## src/hw/rtl/far_pkg.sv

```systemverilog
`default_nettype none
package far_pkg;
  localparam int unsigned OpW  = 16;
  localparam int unsigned NumW = 33;
  localparam int unsigned DenW = 32;

  typedef struct packed {
    logic            empty;
    logic [NumW-1:0] num;
    logic [DenW-1:0] den;
  } job_t;

  typedef struct packed {
    logic            empty;
    logic [NumW-1:0] num;
    logic [DenW-1:0] den;
  } res_t;
endpackage
`default_nettype wire

```

## src/hw/rtl/far_front.sv

```systemverilog
`default_nettype none
module far_front (
  input  wire logic               clk_i,
  input  wire logic               rst_ni,
  input  wire logic               in_valid_i,
  output logic                    in_ready_o,
  input  wire logic [15:0]        ln_i,
  input  wire logic [15:0]        ld_i,
  input  wire logic [15:0]        rn_i,
  input  wire logic [15:0]        rd_i,
  output logic                    job_valid_o,
  input  wire logic               job_ready_i,
  output far_pkg::job_t           job_o
);
  import far_pkg::*;

  // stage 1: products, stage 2: sum; both skid-free, one item in each
  logic            s1_v_q, s2_v_q;
  logic            s1_e_q;
  logic [31:0]     p0_q, p1_q, p2_q;
  job_t            s2_q;
  logic            s1_go, s2_go;

  assign s2_go = !s2_v_q || job_ready_i;
  assign s1_go = !s1_v_q || s2_go;
  assign in_ready_o = s1_go;
  assign job_valid_o = s2_v_q;
  assign job_o = s2_q;

  always_ff @(posedge clk_i or negedge rst_ni) begin
    if (!rst_ni) begin
      s1_v_q <= 1'b0;
      s2_v_q <= 1'b0;
    end else begin
      if (s1_go) s1_v_q <= in_valid_i;
      if (s2_go) s2_v_q <= s1_v_q;
    end
  end

  always_ff @(posedge clk_i) begin
    if (s1_go && in_valid_i) begin
      s1_e_q <= ((ln_i == '0) && (ld_i == '0)) || ((rn_i == '0) && (rd_i == '0));
      p0_q   <= ln_i * rd_i;
      p1_q   <= ld_i * rn_i;
      p2_q   <= ld_i * rd_i;
    end
    if (s2_go && s1_v_q) begin
      s2_q.empty <= s1_e_q;
      s2_q.num   <= s1_e_q ? '0 : ({1'b0, p0_q} + {1'b0, p1_q});
      s2_q.den   <= s1_e_q ? '0 : p2_q;
    end
  end
endmodule
`default_nettype wire

```

## src/hw/rtl/far_queue.sv

```systemverilog
`default_nettype none
module far_queue (
  input  wire logic          clk_i,
  input  wire logic          rst_ni,
  input  wire logic          wr_valid_i,
  output logic               wr_ready_o,
  input  wire far_pkg::job_t wr_i,
  output logic               rd_valid_o,
  input  wire logic          rd_ready_i,
  output far_pkg::job_t      rd_o
);
  import far_pkg::*;

  job_t       mem_q [2];
  logic       wp_q, rp_q;
  logic [1:0] cnt_q;
  logic       wr, rd;

  assign wr_ready_o = (cnt_q != 2'd2);
  assign rd_valid_o = (cnt_q != 2'd0);
  assign rd_o = mem_q[rp_q];
  assign wr = wr_valid_i && wr_ready_o;
  assign rd = rd_valid_o && rd_ready_i;

  always_ff @(posedge clk_i or negedge rst_ni) begin
    if (!rst_ni) begin
      wp_q  <= 1'b0;
      rp_q  <= 1'b0;
      cnt_q <= 2'd0;
    end else begin
      if (wr) wp_q <= ~wp_q;
      if (rd) rp_q <= ~rp_q;
      cnt_q <= cnt_q + {1'b0, wr} - {1'b0, rd};
    end
  end

  always_ff @(posedge clk_i) begin
    if (wr) mem_q[wp_q] <= wr_i;
  end
endmodule
`default_nettype wire

```

## src/hw/rtl/far_back.sv

```systemverilog
`default_nettype none
module far_back (
  input  wire logic          clk_i,
  input  wire logic          rst_ni,
  input  wire logic          job_valid_i,
  output logic               job_ready_o,
  input  wire far_pkg::job_t job_i,
  output logic               res_valid_o,
  input  wire logic          res_ready_i,
  output far_pkg::res_t      res_o
);
  import far_pkg::*;

  localparam logic [2:0] StIdle = 3'd0;
  localparam logic [2:0] StGcd  = 3'd1;
  localparam logic [2:0] StDivN = 3'd2;
  localparam logic [2:0] StDivD = 3'd3;
  localparam logic [2:0] StOut  = 3'd4;

  logic [2:0]      st_q;
  logic            e_q;
  logic [NumW-1:0] n_q, a_q, b_q, g_q, quo_q, rem_q, dvd_q;
  logic [DenW-1:0] d_q;
  logic [5:0]      k_q;
  logic [NumW:0]   trial;
  logic [NumW-1:0] rsh;
  res_t            out_q;
  logic            div_last;

  // binary gcd: subtract-and-shift, stein's method, tracking common twos
  logic [5:0]      tw_q;

  assign job_ready_o = (st_q == StIdle);
  assign res_valid_o = (st_q == StOut);
  assign res_o = out_q;

  assign rsh   = {rem_q[NumW-2:0], dvd_q[NumW-1]};
  assign trial = {1'b0, rsh} - {1'b0, g_q};
  assign div_last = (k_q == 6'd0);

  always_ff @(posedge clk_i or negedge rst_ni) begin
    if (!rst_ni) begin
      st_q <= StIdle;
    end else begin
      case (st_q)
        StIdle: if (job_valid_i) begin
          if (job_i.empty || job_i.num == '0 || job_i.den == '0) st_q <= StOut;
          else st_q <= StGcd;
        end
        StGcd:  if (a_q == b_q) st_q <= StDivN;
        StDivN: if (div_last) st_q <= StDivD;
        StDivD: if (div_last) st_q <= StOut;
        StOut:  if (res_ready_i) st_q <= StIdle;
        default: st_q <= StIdle;
      endcase
    end
  end

  always_ff @(posedge clk_i) begin
    case (st_q)
      StIdle: if (job_valid_i) begin
        e_q  <= job_i.empty;
        n_q  <= job_i.num;
        d_q  <= job_i.den;
        a_q  <= job_i.num;
        b_q  <= {1'b0, job_i.den};
        tw_q <= '0;
        out_q.empty <= job_i.empty;
        out_q.num   <= job_i.num;
        out_q.den   <= job_i.den;
      end
      StGcd: begin
        if (a_q == b_q) begin
          g_q   <= a_q << tw_q;
          dvd_q <= n_q;
          rem_q <= '0;
          k_q   <= 6'(NumW - 1);
        end else if (!a_q[0] && !b_q[0]) begin
          a_q <= a_q >> 1;
          b_q <= b_q >> 1;
          tw_q <= tw_q + 6'd1;
        end else if (!a_q[0]) begin
          a_q <= a_q >> 1;
        end else if (!b_q[0]) begin
          b_q <= b_q >> 1;
        end else if (a_q > b_q) begin
          a_q <= (a_q - b_q) >> 1;
        end else begin
          b_q <= (b_q - a_q) >> 1;
        end
      end
      StDivN, StDivD: begin
        if (trial[NumW]) begin
          rem_q <= rsh;
          quo_q <= {quo_q[NumW-2:0], 1'b0};
        end else begin
          rem_q <= trial[NumW-1:0];
          quo_q <= {quo_q[NumW-2:0], 1'b1};
        end
        dvd_q <= dvd_q << 1;
        k_q   <= k_q - 6'd1;
        if (div_last) begin
          if (st_q == StDivN) begin
            out_q.num <= {quo_q[NumW-2:0], ~trial[NumW]};
            dvd_q <= {1'b0, d_q};
            rem_q <= '0;
            k_q   <= 6'(NumW - 1);
          end else begin
            out_q.den <= DenW'({quo_q[NumW-2:0], ~trial[NumW]});
          end
        end
      end
      default: begin
        out_q.empty <= e_q;
      end
    endcase
  end
endmodule
`default_nettype wire

```

## src/hw/rtl/fraction_add_reduce.sv

```systemverilog
`default_nettype none
// channel  dir  handshake              payload
// s_axis   in   s_axis_tvalid/tready   tdata: 4 x 16-bit operands
// m_axis   out  m_axis_tvalid/tready   tdata: num, den; tuser: empty
// one item in the back end at a time: the gcd steps, then a divide of the numerator and one of the denominator
// binary gcd loop and the shared restoring divider set the rate
// empty sums and sums with a zero numerator or denominator skip the gcd and divide
// a two-entry queue parts the product front end from the back end
// reset clears the valid flags, queue pointers and count, and the back-end state; payload registers are not reset
module fraction_add_reduce (
  input  wire logic        clk_i,
  input  wire logic        rst_ni,
  input  wire logic        s_axis_tvalid,
  output logic             s_axis_tready,
  // left_numerator, left_denominator, right_numerator, right_denominator
  input  wire logic [63:0] s_axis_tdata,
  output logic             m_axis_tvalid,
  input  wire logic        m_axis_tready,
  // sum_numerator [32:0], sum_denominator [64:33], zero fill
  output logic [71:0]      m_axis_tdata,
  // result_empty
  output logic             m_axis_tuser
);
  import far_pkg::*;

  job_t fj, qj;
  res_t r;
  logic fv, fr, qv, qr;

  far_front u_front (
    .clk_i, .rst_ni,
    .in_valid_i(s_axis_tvalid), .in_ready_o(s_axis_tready),
    .ln_i(s_axis_tdata[15:0]), .ld_i(s_axis_tdata[31:16]),
    .rn_i(s_axis_tdata[47:32]), .rd_i(s_axis_tdata[63:48]),
    .job_valid_o(fv), .job_ready_i(fr), .job_o(fj)
  );

  far_queue u_queue (
    .clk_i, .rst_ni,
    .wr_valid_i(fv), .wr_ready_o(fr), .wr_i(fj),
    .rd_valid_o(qv), .rd_ready_i(qr), .rd_o(qj)
  );

  far_back u_back (
    .clk_i, .rst_ni,
    .job_valid_i(qv), .job_ready_o(qr), .job_i(qj),
    .res_valid_o(m_axis_tvalid), .res_ready_i(m_axis_tready), .res_o(r)
  );

  assign m_axis_tdata = {7'd0, r.den, r.num};
  assign m_axis_tuser = r.empty;
endmodule
`default_nettype wire

```

## config.mk

```make
export PLATFORM = sky130hd
export DESIGN_NAME = fraction_add_reduce
export DESIGN_NICKNAME = d
export VERILOG_FILES = /design/src/hw/rtl/far_pkg.sv /design/src/hw/rtl/far_front.sv /design/src/hw/rtl/far_queue.sv /design/src/hw/rtl/far_back.sv /design/src/hw/rtl/fraction_add_reduce.sv
export SDC_FILE = /design/constraint.sdc
export NUM_CORES = 2
export LEC_CHECK = 0
export BUFFER_PORTS_ARGS = -buffer_cell sky130_fd_sc_hd__buf_2
export CAP_MARGIN = 20
export CORE_ASPECT_RATIO = 0.6
export CORE_UTILIZATION = 40
export CTS_CLUSTER_DIAMETER = 60
export DETAILED_ROUTE_END_ITERATION = 6
export PLACE_DENSITY = 0.51
export SKIP_CTS_REPAIR_TIMING = 1
export SLEW_MARGIN = 25
export SYNTH_ARGS = -nofsm -noshare
export SYNTH_HDL_FRONTEND = slang
export SYNTH_HIERARCHICAL = 1
export SYNTH_SLANG_ARGS = --single-unit
```

## constraint.sdc

```tcl
create_clock -name clk_i -period 9.28 [get_ports clk_i]
set_input_delay 0.464 -clock clk_i [delete_from_list [all_inputs] [get_ports clk_i]]
set_output_delay 0.464 -clock clk_i [all_outputs]
set_load 0.02 [all_outputs]
```

==> flow_metrics.tcl <==
set metrics [dict create \
    status "complete, no violations" \
    setup_viol 0 \
    yosysWarnings 6 \
    crit_family "adder cells" \
    yosysMostFrequentCell "inv_1" \
    timing_hold_violations_final 0 \
    dpl.hpwl_microns 137000 \
    clk_latency_ns 0.69 \
    crit_chain "buf_2 > nand2_1 > fa_1 > fa_1 > fa_1 > fa_1 > inv_1 > fa_1 > inv_1 > fa_1 > inv_1 > ha_1 > a21oi_1 > o21ai_0 > a211o_1 > o21ai_0 > a31oi_1 > o21a_1 > nor2_1 > xnor2_1" \
    port_buffers 135 \
    die_y_microns 300 \
    critPathCaptureType "flop" \
    grt_pass1_vias 42700 \
    wl_per_cell_microns 23.1 \
    gr-total-overflow 0 \
    cts_made_buffers 60 \
    drc 0 \
    critical_path_class "primary input to flop" \
    rsz0062_at_grt "no" \
    cts_sinks 643 \
    std_cell_rows 108 \
    worst_clock_skew_ns 0.0538 \
    hp-class "primary input to asynchronous set/reset pin" \
    ios 143 \
    start_util_pct 40.6 \
    cp_slowest_stage_delay_ns 0.72 \
    clk_pin_slew_ns 0.07 \
    fin_crit_ns 6.43 \
    netlist_instances 5901 \
    synthTopCellsByArea "edfxtp_1 (32%), fa_1 (20%), ha_1 (9.5%), inv_1 (5.4%), nand2_1 (5.2%)" \
    synth_top_cells_by_count "inv_1 (848), nand2_1 (817), edfxtp_1 (634)" \
    cp_max_fo 33 \
    viasPerCell 5.47 \
    slew_headroom_pct 24.1 \
    antenna_found_initial 17 \
    drive_gt1_share_pct 6.86 \
    fmax_mhz 155 \
    htreeDepth 2 \
    core_sq_um 146000 \
    nets 6959 \
    antenna_left 0 \
    ys_ff_latch 643 \
    wirelength_microns 181000 \
    arrival_ns 6.83 \
    start_kind "primary input" \
    synth-seq-area-share_pct 32.6 \
    synth_top_area_share_pct 32.2 \
    drv_cap 0 \
    cts_tree "yes" \
    vias 42800 \
    max-clock-path-buffers 3 \
    worst_pin_slew_ns 1.13 \
    grt_max_degree 74 \
    die_x_microns 498 \
    grt_use_total_pct 24.5 \
    synth_top_area_cell "edfxtp_1" \
    synth_flop_cell "edfxtp_1" \
    drt_iter0_drc 3996 \
    critPathBufInv 4 \
    synth-async-reset-ratio_pct 1.40 \
    synth_area_sq_um 59100 \
    grt_pass1_wl_microns 276000 \
    finalWeightedCongestion 0.960 \
    synth-edff-count 634 \
    timing.final.crit_share_pct 69.3 \
    crit_top_cell "fa_1" \
    yosysUniqueCellTypes 100 \
    die-area_sq_um 149000 \
    syn_to_final_growth_pct 7.20 \
    cp.required_ns 9.67 \
    synth.avg_cell_area_sq_um 10.0 \
    setup_tns_ns 0 \
    slew_viol_final 0 \
    crit_path_top_delay_cell "buf_2" \
    root_buffer "clkbuf_16" \
    firstDrtPassIters 5 \
]
[cells by family (layout without fill, tap and decap cells)]
| family | count (synthesis) | after routing | synth area share (%) |
|---|---|---|---|
| simple gates | 1869 | 1869 | 14.9 |
| buf+inv | 1143 | 1141 | 7.46 |
| fa+ha+maj | 1034 | 1034 | 29.3 |
| compound gates | 850 | 850 | 9.30 |
| flops | 643 | 643 | 32.6 |
| xor+xnor | 196 | 196 | 2.90 |
| mux | 165 | 165 | 3.48 |
| other cells | 1 | 12 | 0.00634 |
[state kept, by name, indices dropped and copies added (netlist names), 32 cells and up]
register	count
u_back/dvd_q	33
u_front/p1_q	32
u_back/a_q	33
u_back/b_q	32
u_back/d_q	32
u_back/n_q	33
u_queue/mem_q	132
u_back/g_q	33
u_front/p0_q	32
u_back/quo_q	32
u_front/p2_q	32
u_back/rem_q	32
u_back/res_o	66
u_front/job_o	66
[worst paths after layout]
kind | startpoint | end | slack [ns] | cells after the start
hold / removal | rst_ni | u_back/st_q[0]$_DFFE_PN0P_ | 0.30 | 2
max in group asynchronous | rst_ni | u_queue/rp_q$_DFFE_PN0P_ | 8.63 | 2
setup / recovery | s_axis_tdata[26] | u_front/p2_q[28]$_DFFE_PP_ | 2.85 | 20
setup reg to reg | u_back/a_q[9]$_DFFE_PP_ | u_back/dvd_q[16]$_DFFE_PP_ | 3.80 | 11
hold reg to reg | u_front/job_o[34]$_SDFFCE_PP0P_ | u_queue/mem_q[0][34]$_DFFE_PP_ | 0.41 | 0
min in group clk_i | u_front/job_o[34]$_SDFFCE_PP0P_ | u_queue/mem_q[0][34]$_DFFE_PP_ | 0.41 | 0
[layout by cell type, fill, tap and decap left out, drive strengths merged, types with 123 or more instances in the layout]
cell type	instances
nor2	318
nand2	818
buf	176
inv	856
o21ai	161
a21oi	273
ha	448
fa	586
edfxtp	634
xnor2	123
and2	374
[layout make-up]
type / instances / area [sq um]
inverters: 852 / 3200
repair buffers: 179 / 1010
well taps: 1925 / 2410
multi-input cells: 4121 / 35600
fillers: 14100 / 82300
clock buffers: 74 / 1550
diodes: 5 / 12.5
clock inverters: 36 / 353
flip-flops and latches: 643 / 19300
[metal layers]
metal | vias up | global-route usage, % | part of all wire, %
met3 | 124 | 6.48 | 9.9
met5 | - | 0 | 0.0039
met2 | 1547 | 31.9 | 37
li1 | 19400 | - | -
met4 | 2 | 2.83 | 0.98
met1 | 21700 | 40.4 | 52
[per-stage QoR]
step / util, % / std cells / instance area [sq um] / setup WS [ns] / hold WS (ns)
final: 43.5 / 7835 / 63400 / 2.85 / 0.305
after global routing: 43.5 / 7830 / 63400 / 2.56 / 0.277
after CTS: 43.5 / 7827 / 63300 / 2.96 / -0.308
after detailed placement: 42.2 / 7717 / 61400 / 2.26 / 0.414
after global placement: 42.2 / 7716 / 61400 / 2.25 / 0.420
after floorplan: - / 5907 / 59100 / 3.08 / 0.168
Power is left out: the tool's default activity adds up to more than one toggle a clock period on the data nets, which glitch-free logic cannot reach.
